<file path="src/rtl/s2dh_pkg.sv">
`default_nettype none
package s2dh_pkg;

    localparam int GRID_COLS       = 64;
    localparam int GRID_ROWS       = 64;
    localparam int X_ORIGIN_OFFSET = 32;
    localparam int Y_ORIGIN_OFFSET = 32;

    localparam int CELL_COUNT = GRID_COLS * GRID_ROWS;
    localparam int IDX_W      = $clog2(CELL_COUNT);

    // queue between front and back
    localparam int Q_DEPTH = 4;
    localparam int Q_AW    = $clog2(Q_DEPTH);

    localparam logic [1:0] FUNC_ADD   = 2'd0;
    localparam logic [1:0] FUNC_QUERY = 2'd1;
    localparam logic [1:0] FUNC_CLEAR = 2'd2;

    typedef logic [2:0] t_op;

    localparam t_op OP_NOP   = 3'd0;
    localparam t_op OP_ADD   = 3'd1;
    localparam t_op OP_FAIL  = 3'd2;
    localparam t_op OP_QUERY = 3'd3;
    localparam t_op OP_CLEAR = 3'd4;

    typedef struct packed {
        logic [1:0]         func;
        logic signed [15:0] coord_x;
        logic signed [15:0] coord_y;
        logic signed [31:0] add_amount;
    } t_in_word;

    typedef struct packed {
        logic               ok;
        logic [31:0]        cell_value;
        logic signed [15:0] box_low_x;
        logic signed [15:0] box_high_x;
        logic signed [15:0] box_low_y;
        logic signed [15:0] box_high_y;
    } t_out_word;

    typedef struct packed {
        t_op                op;
        logic [IDX_W-1:0]   idx;
        logic signed [15:0] coord_x;
        logic signed [15:0] coord_y;
        logic [31:0]        amount;
    } t_q_word;

endpackage
`default_nettype wire

</file>
<file path="src/rtl/s2dh_front.sv">
`default_nettype none
module s2dh_front (
    input  wire logic             i_in_valid,
    output logic                  o_in_ready,
    input  wire s2dh_pkg::t_in_word i_in_data,
    input  wire logic             i_q_full,
    input  wire logic             i_init_busy,
    output logic                  o_push,
    output s2dh_pkg::t_q_word     o_push_data
);
    import s2dh_pkg::*;

    logic signed [16:0] col;
    logic signed [16:0] row;
    logic               in_grid;
    logic               amt_pos;
    t_op                op;

    always_comb begin
        col     = 17'(i_in_data.coord_x) + 17'(X_ORIGIN_OFFSET);
        row     = 17'(i_in_data.coord_y) + 17'(Y_ORIGIN_OFFSET);
        in_grid = !col[16] && (col < 17'(GRID_COLS))
               && !row[16] && (row < 17'(GRID_ROWS));
        amt_pos = !i_in_data.add_amount[31] && (i_in_data.add_amount != 32'sd0);

        unique case (i_in_data.func)
            FUNC_ADD:   op = amt_pos ? (in_grid ? OP_ADD : OP_FAIL) : OP_NOP;
            FUNC_QUERY: op = in_grid ? OP_QUERY : OP_NOP;
            FUNC_CLEAR: op = OP_CLEAR;
            default:    op = OP_NOP;
        endcase
    end

    assign o_in_ready = !i_q_full && !i_init_busy;
    assign o_push     = i_in_valid && o_in_ready;

    always_comb begin
        o_push_data.op      = op;
        o_push_data.idx     = IDX_W'(col) * IDX_W'(GRID_ROWS) + IDX_W'(row);
        o_push_data.coord_x = i_in_data.coord_x;
        o_push_data.coord_y = i_in_data.coord_y;
        o_push_data.amount  = i_in_data.add_amount;
    end

endmodule
`default_nettype wire

</file>
<file path="config.mk">
export PLATFORM = sky130hd
export DESIGN_NAME = s2dh_front
export DESIGN_NICKNAME = d
export VERILOG_FILES = /design/src/rtl/s2dh_pkg.sv /design/src/rtl/s2dh_front.sv
export SDC_FILE = /design/constraint.sdc
export NUM_CORES = 1
export LEC_CHECK = 0
export BUFFER_PORTS_ARGS = -buffer_cell sky130_fd_sc_hd__buf_2
export CORE_MARGIN = 2
export CORE_UTILIZATION = 37
export DETAILED_ROUTE_END_ITERATION = 16
export PLACE_DENSITY = 0.88
export RECOVER_POWER = 100
export SYNTH_ARGS = -nofsm -noshare
export SYNTH_HDL_FRONTEND = slang
export SYNTH_SLANG_ARGS = --single-unit
</file>
<file path="constraint.sdc">
create_clock -name vclk -period 2.95
set_input_delay 0.1475 -clock vclk [all_inputs]
set_output_delay 0.1475 -clock vclk [all_outputs]
set_load 0.01 [all_outputs]
</file>
==> flow_summary.ini <==
[final_layout]
nets = 311
drive_gt1_frac = 0.293
antenna_cells = 0
fin_util = 0.434
layout_commonest_cell = clkbuf_1
most-common-layout-cells = 71 x clkbuf_1, 64 x buf_2, 8 x nor4_1
multi_input_area_um2 = 694
seq_cells = 0
clock_buffers = 0
regArea_um2 = 0
fillerInstances = 395
area_growth_pct = 9.67

[die]
std_cell_rows = 20
start_util = 0.396
core_area_mm2 = 0.00310
fp.dieW_um = 61.6
die_y_um = 61.6
dieArea_mm2 = 0.00380
ios = 150

[status]
outcome = finished clean

[synth]
synth_area_per_cell_um2 = 7.36
yosysSeqAreaShare = 0
synth_cells = 167
synth_area_mm2 = 0.00123
synth.distinct_cells = 39
synth_nets = 244
yosysWarnings = 0

[min_path]
hold_start = i_in_data[35]
min_path_type = in2out
hold_depth = 0
hold_end = o_push_data[67]

[placed_design]
dpl.hpwl_mm = 2.83
port_buffers = 135
dp_slack_ps = 703
gp_congestion = 0.799

[route]
viasPerCell = 4.70
drtIter0Drc = 78
drc = 0
ant_nets = 0
routedWlPerCell_um = 11.4
routed_wl_mm = 3.16
first_pass_iters = 4
num_vias = 1297

[setup_path]
required_ps = 2800
end_kind = output port
start_kind = primary input
critPathKind = in2out
critPathArrivalTime_ps = 2120
startpoint = i_in_data[37]
worstPathMaxFanout = 6

[grt]
top_usage_layer = met2
grt_pass1_wl_mm = 3.93
antenna_found_initial = 0
grt_max_degree = 10
overflow = 0
grt_util_all_layers = 0.129
use_met2 = 0.211
grt_pass1_vias = 926
met3_usage = 0.0147
met1_usage = 0.193

[timing]
finalHoldViolations = 0
fin_crit_ps = 2270
rsz0062_at_grt = false
setup_slack_ps = 678
post-route-period-util = 0.770
fmax_mhz = 440
tightestPinTransition_ps = 389
fin_tns_setup_ps = 0
relSlewSlack = 0.739
finalSetupViolCount = 0
drv_slew = 0

[power_and_ir_drop]
worst_ir_drop_vdd_mv = 0.110
p_per_area_mw_per_mm2 = 169
p_leak_uw = 0.000630
p_total_uw = 228

[clock_tree]
cts_resized = 0
cts_setup_buffers = 0
hold_buffers = 0

[job]
cap_violations = 0
-- layout make-up --
cell class	instances	area share
inverter	3	0.00836
multi-input combinational	94	0.515
tap	44	0.0409
timing repair buffer	135	0.435
-- worst max-delay path, stage by stage --
cell      delay [ps]
buf_2            120
ha_1             260
xor2_1           380
ha_1             310
a21o_1           150
a21oi_1          210
o21bai_1          90
a21oi_1          170
xnor2_1          130
clkbuf_1         160
-- Yosys cell counts, types with 3 or more instances --
library cell  instances  share of area
buf_4                69           0.42
nor4_1                8          0.041
a21oi_1               7          0.029
ha_1                  7          0.071
nand3_1               7          0.029
nor2_1                7          0.021
xnor2_1               7          0.050
nand4_1               6          0.031
and3_1                5          0.025
a21o_1                4          0.024
xor2_1                4          0.029
inv_1                 3         0.0092
-- power by group --
part           total (uW)  switching (uW)  internal (uW)
clock                   0               0              0
combinational         228             131           96.7
sequential              0               0              0
total                 228             131           96.7
-- metrics by stage --
step	hold WS (ps)	cell area [um2]	instances
detailed placement	295	1440	276
global route	295	1350	276
CTS	295	1440	276
global placement	295	1440	276
floorplan	339	1230	167
finish	295	1350	276
-- worst max-delay path by stage --
stage	to	slack, ps
CTS	o_push_data[75]	700
global route	o_push_data[75]	510
finish	o_push_data[75]	680
detailed placement	o_push_data[75]	700
global placement	o_push_data[75]	750
floorplan	o_push_data[75]	1060
-- routing by layer --
layer	routed length (um)	vias up
li1	-	664
met1	1320	568
met2	1600	63
met3	234	2
met4	6	0
met5	0	-
-- cell families after synthesis --
family,synth area share
compound gates,0.144
xor+xnor,0.0784
fa+ha+maj,0.0876
buf+inv,0.435
mux,0.0163
simple gates,0.239
No activity file was read; power rests on OpenSTA's default activity.
