<file path="src/rtl/s2dh_pkg.sv">
`default_nettype none
package s2dh_pkg;

    localparam int GRID_COLS       = 64;
    localparam int GRID_ROWS       = 64;
    localparam int X_ORIGIN_OFFSET = 32;
    localparam int Y_ORIGIN_OFFSET = 32;

    localparam int CELL_COUNT = GRID_COLS * GRID_ROWS;
    localparam int IDX_W      = $clog2(CELL_COUNT);

    // queue between front and back
    localparam int Q_DEPTH = 4;
    localparam int Q_AW    = $clog2(Q_DEPTH);

    localparam logic [1:0] FUNC_ADD   = 2'd0;
    localparam logic [1:0] FUNC_QUERY = 2'd1;
    localparam logic [1:0] FUNC_CLEAR = 2'd2;

    typedef logic [2:0] t_op;

    localparam t_op OP_NOP   = 3'd0;
    localparam t_op OP_ADD   = 3'd1;
    localparam t_op OP_FAIL  = 3'd2;
    localparam t_op OP_QUERY = 3'd3;
    localparam t_op OP_CLEAR = 3'd4;

    typedef struct packed {
        logic [1:0]         func;
        logic signed [15:0] coord_x;
        logic signed [15:0] coord_y;
        logic signed [31:0] add_amount;
    } t_in_word;

    typedef struct packed {
        logic               ok;
        logic [31:0]        cell_value;
        logic signed [15:0] box_low_x;
        logic signed [15:0] box_high_x;
        logic signed [15:0] box_low_y;
        logic signed [15:0] box_high_y;
    } t_out_word;

    typedef struct packed {
        t_op                op;
        logic [IDX_W-1:0]   idx;
        logic signed [15:0] coord_x;
        logic signed [15:0] coord_y;
        logic [31:0]        amount;
    } t_q_word;

endpackage
`default_nettype wire

</file>
<file path="src/rtl/s2dh_queue.sv">
`default_nettype none
module s2dh_queue (
    input  wire logic              i_clk,
    input  wire logic              i_rst_n,
    input  wire logic              i_push,
    input  wire s2dh_pkg::t_q_word i_push_data,
    output logic                   o_full,
    output logic                   o_valid,
    output s2dh_pkg::t_q_word      o_data,
    input  wire logic              i_pop
);
    import s2dh_pkg::*;

    t_q_word         r_mem [Q_DEPTH];
    logic [Q_AW-1:0] r_wr_ptr, n_wr_ptr;
    logic [Q_AW-1:0] r_rd_ptr, n_rd_ptr;
    logic [Q_AW:0]   r_count, n_count;

    assign o_full  = (r_count == (Q_AW+1)'(Q_DEPTH));
    assign o_valid = (r_count != '0);
    assign o_data  = r_mem[r_rd_ptr];

    always_comb begin
        n_wr_ptr = r_wr_ptr;
        n_rd_ptr = r_rd_ptr;
        n_count  = r_count;
        if (i_push) begin
            n_wr_ptr = (r_wr_ptr == Q_AW'(Q_DEPTH-1)) ? '0 : r_wr_ptr + 1'b1;
        end
        if (i_pop) begin
            n_rd_ptr = (r_rd_ptr == Q_AW'(Q_DEPTH-1)) ? '0 : r_rd_ptr + 1'b1;
        end
        case ({i_push, i_pop})
            2'b10:   n_count = r_count + 1'b1;
            2'b01:   n_count = r_count - 1'b1;
            default: n_count = r_count;
        endcase
    end

    always_ff @(posedge i_clk) begin
        if (!i_rst_n) begin
            r_wr_ptr <= '0;
            r_rd_ptr <= '0;
            r_count  <= '0;
        end else begin
            r_wr_ptr <= n_wr_ptr;
            r_rd_ptr <= n_rd_ptr;
            r_count  <= n_count;
        end
    end

    always_ff @(posedge i_clk) begin
        if (i_push) begin
            r_mem[r_wr_ptr] <= i_push_data;
        end
    end

endmodule
`default_nettype wire

</file>
<file path="config.mk">
export PLATFORM = sky130hd
export DESIGN_NAME = s2dh_queue
export DESIGN_NICKNAME = d
export VERILOG_FILES = /design/src/rtl/s2dh_pkg.sv /design/src/rtl/s2dh_queue.sv
export SDC_FILE = /design/constraint.sdc
export NUM_CORES = 1
export LEC_CHECK = 0
export BUFFER_PORTS_ARGS = -buffer_cell sky130_fd_sc_hd__buf_2
export CAP_MARGIN = 20
export CORE_MARGIN = 3
export CORE_UTILIZATION = 59
export CTS_BUF_LIST = sky130_fd_sc_hd__clkbuf_4
export CTS_CLUSTER_SIZE = 16
export DETAILED_ROUTE_END_ITERATION = 10
export PLACE_DENSITY = 0.82
export SYNTH_ARGS = -nofsm -noshare
export SYNTH_HDL_FRONTEND = slang
export SYNTH_SLANG_ARGS = --single-unit
</file>
<file path="constraint.sdc">
create_clock -name i_clk -period 3.7 [get_ports i_clk]
set_input_delay 0.37 -clock i_clk [delete_from_list [all_inputs] [get_ports i_clk]]
set_output_delay 0.37 -clock i_clk [all_outputs]
set_load 0.005 [all_outputs]
</file>
==> summary.txt, run 1 <==
Setup path
  • Crit path kind: reg -> out
  • CP Capture Type: output port
  • Critical path launch point type: flop
  • Worst-path fanout max: 32
  • Data arrival time of the critical path: between 2000 and 3000 ps
  • Req. time, crit path: roughly 3300 ps

Drt
  • Vias: 5940
  • Routed Antenna Nets: 0
  • Vias/cell: around 5.4
  • Post-DR wirelength/cell: between 20 and 25 µm
  • # DRC: 0
  • Pre-Repair DR Iteration Count: 4
  • 1st-iter DRT viols: 380
  • Routed wire length: around 22000 µm
  • Top sig layer: met4
  • Met3 WL: around 1700 µm
  • WL met1: slightly below 9000 µm
  • Met2 wire length: 11550 µm

Run status
  • Outcome: finished clean

Synth
  • Number of synthesis warnings: 0
  • Post-synthesis adder-cell area fraction: 0.008030
  • Synth Register Bits: around 330
  • Simple-Gate Fraction of Synth Area: 0.008242
  • Post-Synth XOR/XNOR Area: 0.001479
  • Synth cell types: 22
  • Register area share after synthesis: 0.8166
  • Main combinational cell family by area after synthesis: multiplexers
  • Mapped Cells: about 460
  • Post-Syn Nets: between 500 and 600
  • Synth Cell Area: around 12000 µm²
  • Post-synthesis mux area share: 0.1528
  • Mapped Avg Cell Area: 25.97 µm²
  • Compound-Gate Fraction of Synth Area: 0.002113

STA
  • Clock skew: between 30 and 40 ps
  • Max_slew headroom: 0.3666
  • Final hold vios: 0
  • Final min period: 2945 ps
  • Final Max Tran Viols: 0
  • Fmax: between 300 and 400 MHz
  • Final setup margin: 755.4 ps
  • Setup Viol. Count Final: 0
  • Least-Margin Pin Slew: about 950 ps
  • Setup TNS: 0 ps
  • Fin crit share: 0.7958
  • Unrepaired setup endpoints after global routing: false

Die
  • I/O pins: ~160
  • Row count: just over 50
  • Die area: between 20000 and 25000 µm²
  • Die Span Y: 147.7 µm
  • Chip Width: roughly 150 µm
  • Core box area: about 20000 µm²
  • Initial Util: 0.6045

Final layout
  • Design Area, Final: about 15000 µm²
  • Post-route insts no fill: ~1100
  • Share of cells above drive strength 1: 0.4603
  • Synth-to-Final Area Change: 24.92%
  • Commonest non-fill, non-tap cell in the layout: edfxtp_1
  • Final net count: roughly 860
  • Commonest non-fill, non-tap cells in the layout: 316 x edfxtp_1, 163 x buf_2, 121 x clkbuf_4

Power
  • Pwr dens: 520.0 nW/µm²
  • Leakage: slightly above 5 nW
  • Worst VDD drop: roughly 0.32 mV

Clock network
  • Worst-skew pair later-pin latency: approximately 650 ps
  • CTS buffer count: 79
  • TritonCTS clock tree: built
  • Setup Buffers After CTS: 0
  • Clock Tree Buf Depth: 3
  • # resized after CTS: 0
  • Sink Count: ~330
  • Cts hold-fix bufs: around 80
  • CTS root buf: clkbuf_4
  • CTS clk-pin slew, worst paths: around 60 ps
  • Htree depth: 3

Placed design
  • Post-Place Cells: 876
  • Placed instance area: ~13000 µm²
  • Detailed Place HPWL: between 10000 and 15000 µm
  • RePlAce Congestion: slightly above 0.7
  • Port bufs: around 160
  • Pre-CTS setup slack: about 1300 ps

Global routing
  • Largest net degree at the start of global routing: 80
  • GRT overflow: 0
  • Antenna violations before repair: 1
  • Gr usage total: 0.2125
  • First-pass GRT wire length: between 30000 and 40000 µm
  • Vias in the first global route: between 6000 and 7000

Job
  • Max-cap violations: 0

Hold path
  • Worst min path class: in -> reg
-- Yosys cell counts --
library cell  count  area share
or3_1             2      0.0011
buf_12            1      0.0017
dfxtp_1           9       0.015
buf_2             8      0.0034
buf_6             1     0.00095
a21boi_0          1     0.00063
buf_4             1     0.00063
edfxtp_1        316        0.80
o21ai_0           1     0.00042
mux4_2           79        0.15
and2_1            5      0.0026
buf_8             1      0.0013
clkbuf_1          6      0.0019
a21oi_1           1     0.00042
nor2b_1           5      0.0026
xnor2_1           2      0.0015
fa_1              1      0.0017
nor3b_1           3      0.0019
ha_1              6      0.0063
o21a_1            1     0.00063
inv_1             3     0.00095
mux2i_1           3      0.0025
-- metal layers --
layer  vias to the layer above  global-route usage
li1                       2663                   -
met4                         0             0.07456
met1                      3016              0.2759
met3                        30             0.06959
met5                         -                   0
met2                       231              0.3455
-- through the flow --
stage / total power [mW] / util / hold WS [ps]
2_1_floorplan: 4.646 / - / 467.4
3_3_place_gp: 4.897 / 0.6625 / 478.4
3_5_place_dp: 4.933 / 0.6625 / 501.7
4_1_cts: 7.778 / 0.7530 / 7.975
5_1_grt: 8.047 / 0.7551 / 123.0
6_report: 7.691 / 0.7551 / 156.7
-- kinds of logic (layout without fill, tap and decap cells) --
kind of cell / Yosys count / after routing
other: 0 / 1
AO/OA/AOI/OAI: 4 / 4
multiplexers: 82 / 82
XOR/XNOR: 2 / 2
adder cells (fa/ha/maj): 7 / 7
buffers and inverters: 21 / 397
flip-flops: 325 / 325
AND/OR/NAND/NOR: 15 / 15
-- power breakdown --
part	switching, mW	total, mW	internal [mW]
Sequential	0.0615	4.26	4.20
Clock	1.29	2.77	1.49
Combinational	0.305	0.658	0.353
Total	1.65	7.69	6.04
-- worst max-delay path, stage by stage (launching register included) --
cell and delay [ps]:
dfxtp_4 800, buf_4 420, mux4_2 560, buf_2 160
-- path summary, 6_finish.rpt --
check / start / endpoint / slack, ps / depth (start not counted)
worst max-delay path: flop / o_data[1] / 760 / 3
worst min-delay path: i_pop / flop / 160 / 3
worst max register to register: r_wr_ptr[0] / r_mem[3][19] / 1640 / 3
worst min register to register: r_count[2] / r_count[2] / 530 / 2
-- final cells by class --
type | count | area [µm²]
antenna | 1 | 2.502
clock buffer | 121 | 908.4
clock inverter | 19 | 75.07
fill | 1123 | 4798
inverter | 3 | 11.26
multi-input combinational | 110 | 2054
sequential | 325 | 9677
tap | 265 | 331.6
timing repair buffer | 254 | 1732
-- state kept, by name (all words and copies together) (netlist names), named ones only --
name      cells
r_mem       316
r_count       3
r_rd_ptr      2
r_wr_ptr      2
(Power assumes the default switching activity.)
==> inputs of run 2 (changes only) <==
--- a/config.mk
+++ b/config.mk
@@ -5,14 +5,15 @@
 export SDC_FILE = /design/constraint.sdc
 export NUM_CORES = 1
 export LEC_CHECK = 0
+export ABC_AREA = 1
 export BUFFER_PORTS_ARGS = -buffer_cell sky130_fd_sc_hd__buf_2
 export CAP_MARGIN = 20
 export CORE_MARGIN = 3
-export CORE_UTILIZATION = 59
+export CORE_UTILIZATION = 54
 export CTS_BUF_LIST = sky130_fd_sc_hd__clkbuf_4
 export CTS_CLUSTER_SIZE = 16
 export DETAILED_ROUTE_END_ITERATION = 10
-export PLACE_DENSITY = 0.82
+export PLACE_DENSITY = 0.79
 export SYNTH_ARGS = -nofsm -noshare
 export SYNTH_HDL_FRONTEND = slang
 export SYNTH_SLANG_ARGS = --single-unit
==> constraint.sdc (replaced) <==
create_clock -name i_clk -period 2.51 [get_ports i_clk]
set_input_delay 0.251 -clock i_clk [delete_from_list [all_inputs] [get_ports i_clk]]
set_output_delay 0.251 -clock i_clk [all_outputs]
set_load 0.005 [all_outputs]
==> summary.txt, run 2 <==
Run status
  • Outcome: finished clean

STA
  • Setup Viol. Count Final: 0
  • Max_slew headroom: 0.6057
  • Final Max Tran Viols: 0
  • Final hold vios: 0
  • Unrepaired setup endpoints after global routing: false
  • Final min period: between 2000 and 2500 ps
  • Clock skew: 36.69 ps
  • Fin crit share: 0.9282
  • Hold_ws: roughly 330 ps
  • Least-Margin Pin Slew: 590.2 ps
  • Setup TNS: 0 ps
  • Fmax: 429.2 MHz

Clock network
  • Worst-skew pair later-pin latency: 660 ps
  • Clock Tree Buf Depth: 3
  • Htree depth: 3
  • CTS buffer count: slightly below 80
  • CTS clk-pin slew, worst paths: about 70 ps
  • Sink Count: between 300 and 400
  • Setup Buffers After CTS: 0
  • CTS root buf: clkbuf_4
  • TritonCTS clock tree: built

Synth
  • Synth top cells by count: 316 x edfxtp_1, 169 x nor2_1, 120 x o21ai_0
  • Post-synthesis mux area share: 0
  • Synth top area cells: edfxtp_1 78%, nor2_1 5.2%, o21ai_0 4.9%, o22ai_1 4.1%, o21ai_1 1.7%
  • Post-Syn Nets: slightly above 900
  • Synth Register Bits: 325
  • Main combinational cell family by area after synthesis: compound AO/OA/AOI/OAI gates
  • Synth Cell Area: between 10000 and 15000 µm²
  • Dominant cell type by area after synthesis: edfxtp_1
  • Synth Flop Type: edfxtp_1
  • Register area share after synthesis: 0.7954
  • Synth top area share: 0.7806
  • Synth cell types: 22
  • Number of synthesis warnings: 0
  • Post-synth EDFFs: roughly 320
  • Compound-Gate Fraction of Synth Area: 0.1078
  • Mapped Cells: about 800
  • Post-synthesis adder-cell area fraction: 0.007822
  • Simple-Gate Fraction of Synth Area: 0.05692
  • Mapped Avg Cell Area: 14.75 µm²
  • Most common cell in the synthesized netlist: edfxtp_1
  • Fraction of registers with async set/reset: 0
  • Post-Synth XOR/XNOR Area: 0.001441

Die
  • I/O pins: around 160
  • Die Span Y: ~160 µm
  • Die area: roughly 24000 µm²
  • Core box area: 21960 µm²
  • Chip Width: 156.0 µm
  • Row count: 54
  • Initial Util: 0.5536

Power
  • Pwr Total: between 10 and 15 mW
  • Worst VDD drop: between 0.5 and 0.6 mV
  • Pwr dens: approximately 760 nW/µm²
  • Leakage: about 5.4 nW

Placed design
  • Detailed Place HPWL: 14020 µm
  • RePlAce Congestion: 0.7488
  • Placed instance area: ~13000 µm²
  • Port bufs: approximately 160

Final layout
  • Commonest non-fill, non-tap cells in the layout: 316 x edfxtp_1, 169 x nor2_1, 163 x buf_2
  • Share of cells above drive strength 1: 0.2596
  • Commonest non-fill, non-tap cell in the layout: edfxtp_1
  • Reg with most FFs: r_mem
  • Synth-to-Final Area Change: 23.73%
  • Max reg flops: ~320
  • Regs by FF count: r_mem: 316 flops, r_count: 3 flops
  • Post-layout util: 0.6850
  • Final net count: ~1200
  • Design Area, Final: between 15000 and 20000 µm²

Drt
  • 1st-iter DRT viols: ~670
  • # DRC: 0
  • Vias: 7998
  • Routed wire length: ~27000 µm
  • Post-DR wirelength/cell: 18.43 µm
  • Pre-Repair DR Iteration Count: 5
  • Vias/cell: 5.520
  • Routed Antenna Nets: 0

Global routing
  • GRT overflow: 0
  • Vias in the first global route: 8000
  • Antenna violations before repair: 2
  • First-pass GRT wire length: ~40000 µm
  • Gr usage total: 0.2106
  • Largest net degree at the start of global routing: 159

Setup path
  • Critical path launch point type: flop
  • CP Capture Type: output port
  • Crit path kind: reg -> out
  • Req. time, crit path: ~2300 ps
  • Data arrival time of the critical path: roughly 2100 ps
  • Worst-path fanout max: 44

Job
  • Max-cap violations: 0

Hold path
  • Worst min path class: in -> reg
## run 2: cell count changes in the layout (fill, tap and decap cells not counted), sizes merged, moves of 5 or more
cell    before  now
and2         5    0
nand2        0   11
nor2b        5    0
inv          5   16
nor2         0  169
mux4        79    0
o21ai        1  161
buf        174  181
o22ai        0   79
clkbuf     121  107
## run 2: routing by layer
layer,vias up,routed length [µm],track usage
met5,-,0,0
met4,0,507,0.07906
met3,39,2222,0.05992
met2,357,13160,0.3433
met1,3870,10820,0.2724
li1,3732,-,-
## run 2: kinds of logic (layout without fill, tap and decap cells)
group / count (synthesis) / count (layout)
adder cells (fa/ha/maj): 7 / 7
buffers and inverters: 65 / 408
XOR/XNOR: 2 / 2
AO/OA/AOI/OAI: 242 / 242
AND/OR/NAND/NOR: 183 / 183
flip-flops: 325 / 325
other: 0 / 2
## run 2: final cells by class
cell class	instances	area, µm²
clock inverter	23	88.84
inverter	15	76.32
sequential	325	9674
antenna	2	5.005
fill	1492	6917
clock buffer	106	795.8
multi-input combinational	434	2115
timing repair buffer	264	1937
tap	280	350.3
## run 2: report_power, final
group          internal [mW]  total [mW]  switching [mW]
Clock                   1.95        3.86            1.91
Sequential              6.23        6.30          0.0693
Combinational          0.498        1.25           0.751
## run 2: stage by stage
stage	setup WS (ps)	std cells
finish	180.3	1449
global route	16.91	1449
CTS	14.68	1446
detailed placement	660.5	1235
global placement	726.4	1235
floorplan	255.7	824
## run 2: final timing paths
kind	depth (start not counted)	start	endpoint	slack [ps]
max	5	flop	o_data[0]	180
min	2	i_push_data[36]	r_mem[2][36]	330
max reg2reg	4	r_wr_ptr[0]	r_mem[3][28]	670
min reg2reg	2	r_rd_ptr[0]	flop	530
## run 2: what timing repair did
item | 4_1_cts | 5_1_grt
setup endpoints to repair | 4 | 27
gates cloned | 0 | 1
gates resized for setup | 2 | 2
endpoints found under the hold margin | 325 | 0
hold buffers | 82 | 0
pin swaps | 0 | 0
## run 2: critical path: stages (launching register included)
cell and delay [ps]:
dfxtp_4 380, inv_6 250, buf_12 260, o21ai_0 110, o22ai_1 240, buf_2 180
==> inputs of run 3 (changes only) <==
--- a/config.mk
+++ b/config.mk
@@ -9,11 +9,11 @@
 export BUFFER_PORTS_ARGS = -buffer_cell sky130_fd_sc_hd__buf_2
 export CAP_MARGIN = 20
 export CORE_MARGIN = 3
-export CORE_UTILIZATION = 54
+export CORE_UTILIZATION = 60
 export CTS_BUF_LIST = sky130_fd_sc_hd__clkbuf_4
 export CTS_CLUSTER_SIZE = 16
 export DETAILED_ROUTE_END_ITERATION = 10
-export PLACE_DENSITY = 0.79
+export PLACE_DENSITY = 0.83
 export SYNTH_ARGS = -nofsm -noshare
 export SYNTH_HDL_FRONTEND = slang
 export SYNTH_SLANG_ARGS = --single-unit
==> constraint.sdc (replaced) <==
create_clock -name i_clk -period 2.82 [get_ports i_clk]
set_input_delay 0.282 -clock i_clk [delete_from_list [all_inputs] [get_ports i_clk]]
set_output_delay 0.282 -clock i_clk [all_outputs]
set_load 0.005 [all_outputs]
==> summary.txt, run 3 (synthesis gave the netlist of run 2 again) <==
Drt
  • # DRC: 0
  • Pre-Repair DR Iteration Count: 5
  • Routed wire length: around 27000 µm
  • Vias/cell: 5.636
  • Post-DR wirelength/cell: approximately 19 µm
  • Routed Antenna Nets: 0
  • 1st-iter DRT viols: between 600 and 700
  • Vias: roughly 8200

Clock network
  • CTS buffer count: between 70 and 80
  • Worst-skew pair later-pin latency: 660 ps
  • Clock Tree Buf Depth: 3
  • Htree depth: 3
  • TritonCTS clock tree: built
  • CTS clk-pin slew, worst paths: 70 ps
  • Sink Count: 325
  • CTS root buf: clkbuf_4
  • Setup Buffers After CTS: 0

Final layout
  • Reg with most FFs: r_mem
  • Regs by FF count: r_mem: 316 flops, r_count: 3 flops
  • Commonest non-fill, non-tap cell in the layout: edfxtp_1
  • Fill cells: between 1000 and 1500
  • Post-route insts no fill: 1447
  • Design Area, Final: 15070 µm²
  • Share of cells above drive strength 1: 0.2602
  • Final net count: roughly 1200
  • Max reg flops: about 320
  • Synth-to-Final Area Change: 24.00%
  • Commonest non-fill, non-tap cells in the layout: 316 x edfxtp_1, 169 x nor2_1, 163 x buf_2

Hold path
  • Hold Crit Start: i_push_data[69]
  • Worst Hold End: r_mem[2][69]
  • Worst min path class: in -> reg
  • Hold Path Stages: 2

Die
  • Chip Width: between 100 and 150 µm
  • Row count: ~50
  • Initial Util: 0.6185
  • Core box area: just under 20000 µm²
  • Die Span Y: 148.3 µm
  • I/O pins: 164
  • Die area: approximately 22000 µm²

Setup path
  • Critical-path cell list: inv_4 -> buf_4 -> o21ai_0 -> o22ai_1 -> buf_2
  • Req. time, crit path: 2540 ps
  • Critical-path top delay cell: inv_4
  • Crit path kind: reg -> out
  • Critical path launch point type: flop
  • Critical R2R Launch: r_wr_ptr[0]
  • CP Capture Type: output port
  • Worst-path fanout max: 46
  • R2R Setup Slk: roughly 900 ps
  • Crit-path max cell delay: roughly 400 ps
  • Data arrival time of the critical path: 2360 ps
  • Reg2reg end: r_mem[2][11]
  • R2R depth: 5

STA
  • Final hold vios: 0
  • Hold_ws: roughly 370 ps
  • Clock skew: roughly 24 ps
  • Least-Margin Pin Slew: 694.9 ps
  • Setup Viol. Count Final: 0
  • Unrepaired setup endpoints after global routing: false
  • Setup TNS: 0 ps
  • Max_slew headroom: 0.5367
  • Final Max Tran Viols: 0
  • Fin crit share: 0.9375
  • Final min period: roughly 2600 ps
  • Fmax: 378.2 MHz

Global routing
  • Antenna violations before repair: 2
  • Gr usage total: 0.2419
  • GRT overflow: 0
  • Largest net degree at the start of global routing: about 160
  • Vias in the first global route: ~8000
  • First-pass GRT wire length: roughly 42000 µm

Power
  • Leakage: about 5.5 nW
  • Worst VDD drop: 0.3698 mV
  • Pwr dens: 694.5 nW/µm²

Run status
  • Outcome: finished clean

Placed design
  • Detailed Place HPWL: 14170 µm
  • Port bufs: 163
  • Post-Place Cells: between 1000 and 1500
  • RePlAce Congestion: ~0.74
  • Placed instance area: approximately 13000 µm²

Job
  • Max-cap violations: 0
==> run 3: cell types whose count changed in the layout (fill, tap and decap cells not counted), moves of 2 or more <==
cell,delta
clkbuf_4,+11
clkinv_1,+9
clkinv_2,+2
clkinvlp_4,-4
inv_2,-4
inv_4,+2
==> run 3: worst max-delay path, delay by kind of cell (launching register included) <==
family	cells	cell delay [ps]
flops	1	360
compound gates	2	420
buf+inv	3	920
==> run 3: timing repair <==
| action | in CTS | in global routing |
|---|---|---|
| hold buffers | 82 | 0 |
| endpoints found under the setup margin | 0 | 1 |
| hold endpoints to repair | 325 | 0 |
| gates resized for setup | 0 | 1 |
==> run 3: area by class of cell <==
class | count | area [µm²] | area share
Antenna cell | 2 | 5.005 | 0.0003320
Sequential cell | 325 | 9674 | 0.6418
Clock buffer | 117 | 878.3 | 0.05827
Clock inverter | 28 | 132.6 | 0.008798
Multi-Input combinational cell | 434 | 2115 | 0.1403
Tap cell | 265 | 331.6 | 0.02200
Timing Repair Buffer | 261 | 1873 | 0.1243
Inverter | 15 | 65.06 | 0.004316
==> run 3: how the worst max path moves through the flow <==
stage | from | end | slack [ps] | cells past startpoint
6_report | flop | o_data[78] | 180 | 5
5_1_grt | flop | o_data[78] | 30 | 5
4_1_cts | flop | o_data[1] | 140 | 4
3_5_place_dp | flop | o_data[78] | 850 | 4
3_3_place_gp | flop | o_data[1] | 920 | 4
2_1_floorplan | r_wr_ptr[0] | r_mem[2][0] | 280 | 4
==> run 3: per-stage QoR <==
step | power, mW | utilization | worst slack (ps)
after floorplan | 6.248 | - | 277.8
after global placement | 6.678 | 0.6734 | 915.9
after detailed placement | 6.710 | 0.6734 | 852.8
after CTS | 10.52 | 0.7666 | 141.3
after global routing | 10.92 | 0.7670 | 31.94
final | 10.47 | 0.7670 | 176.2
==> run 3: report_power, final <==
group | switching (mW) | internal [mW]
combinational | 0.668 | 0.433
sequential | 0.0630 | 5.55
clock | 1.76 | 2.00
total | 2.49 | 7.98
==> run 3: routing by layer <==
layer / up-vias / share of wire / GRT usage
met2: 383 / 0.50 / 0.3944
met3: 45 / 0.082 / 0.06520
li1: 3753 / - / -
met1: 3974 / 0.40 / 0.3117
met4: 0 / 0.021 / 0.1035
met5: - / 0 / 0
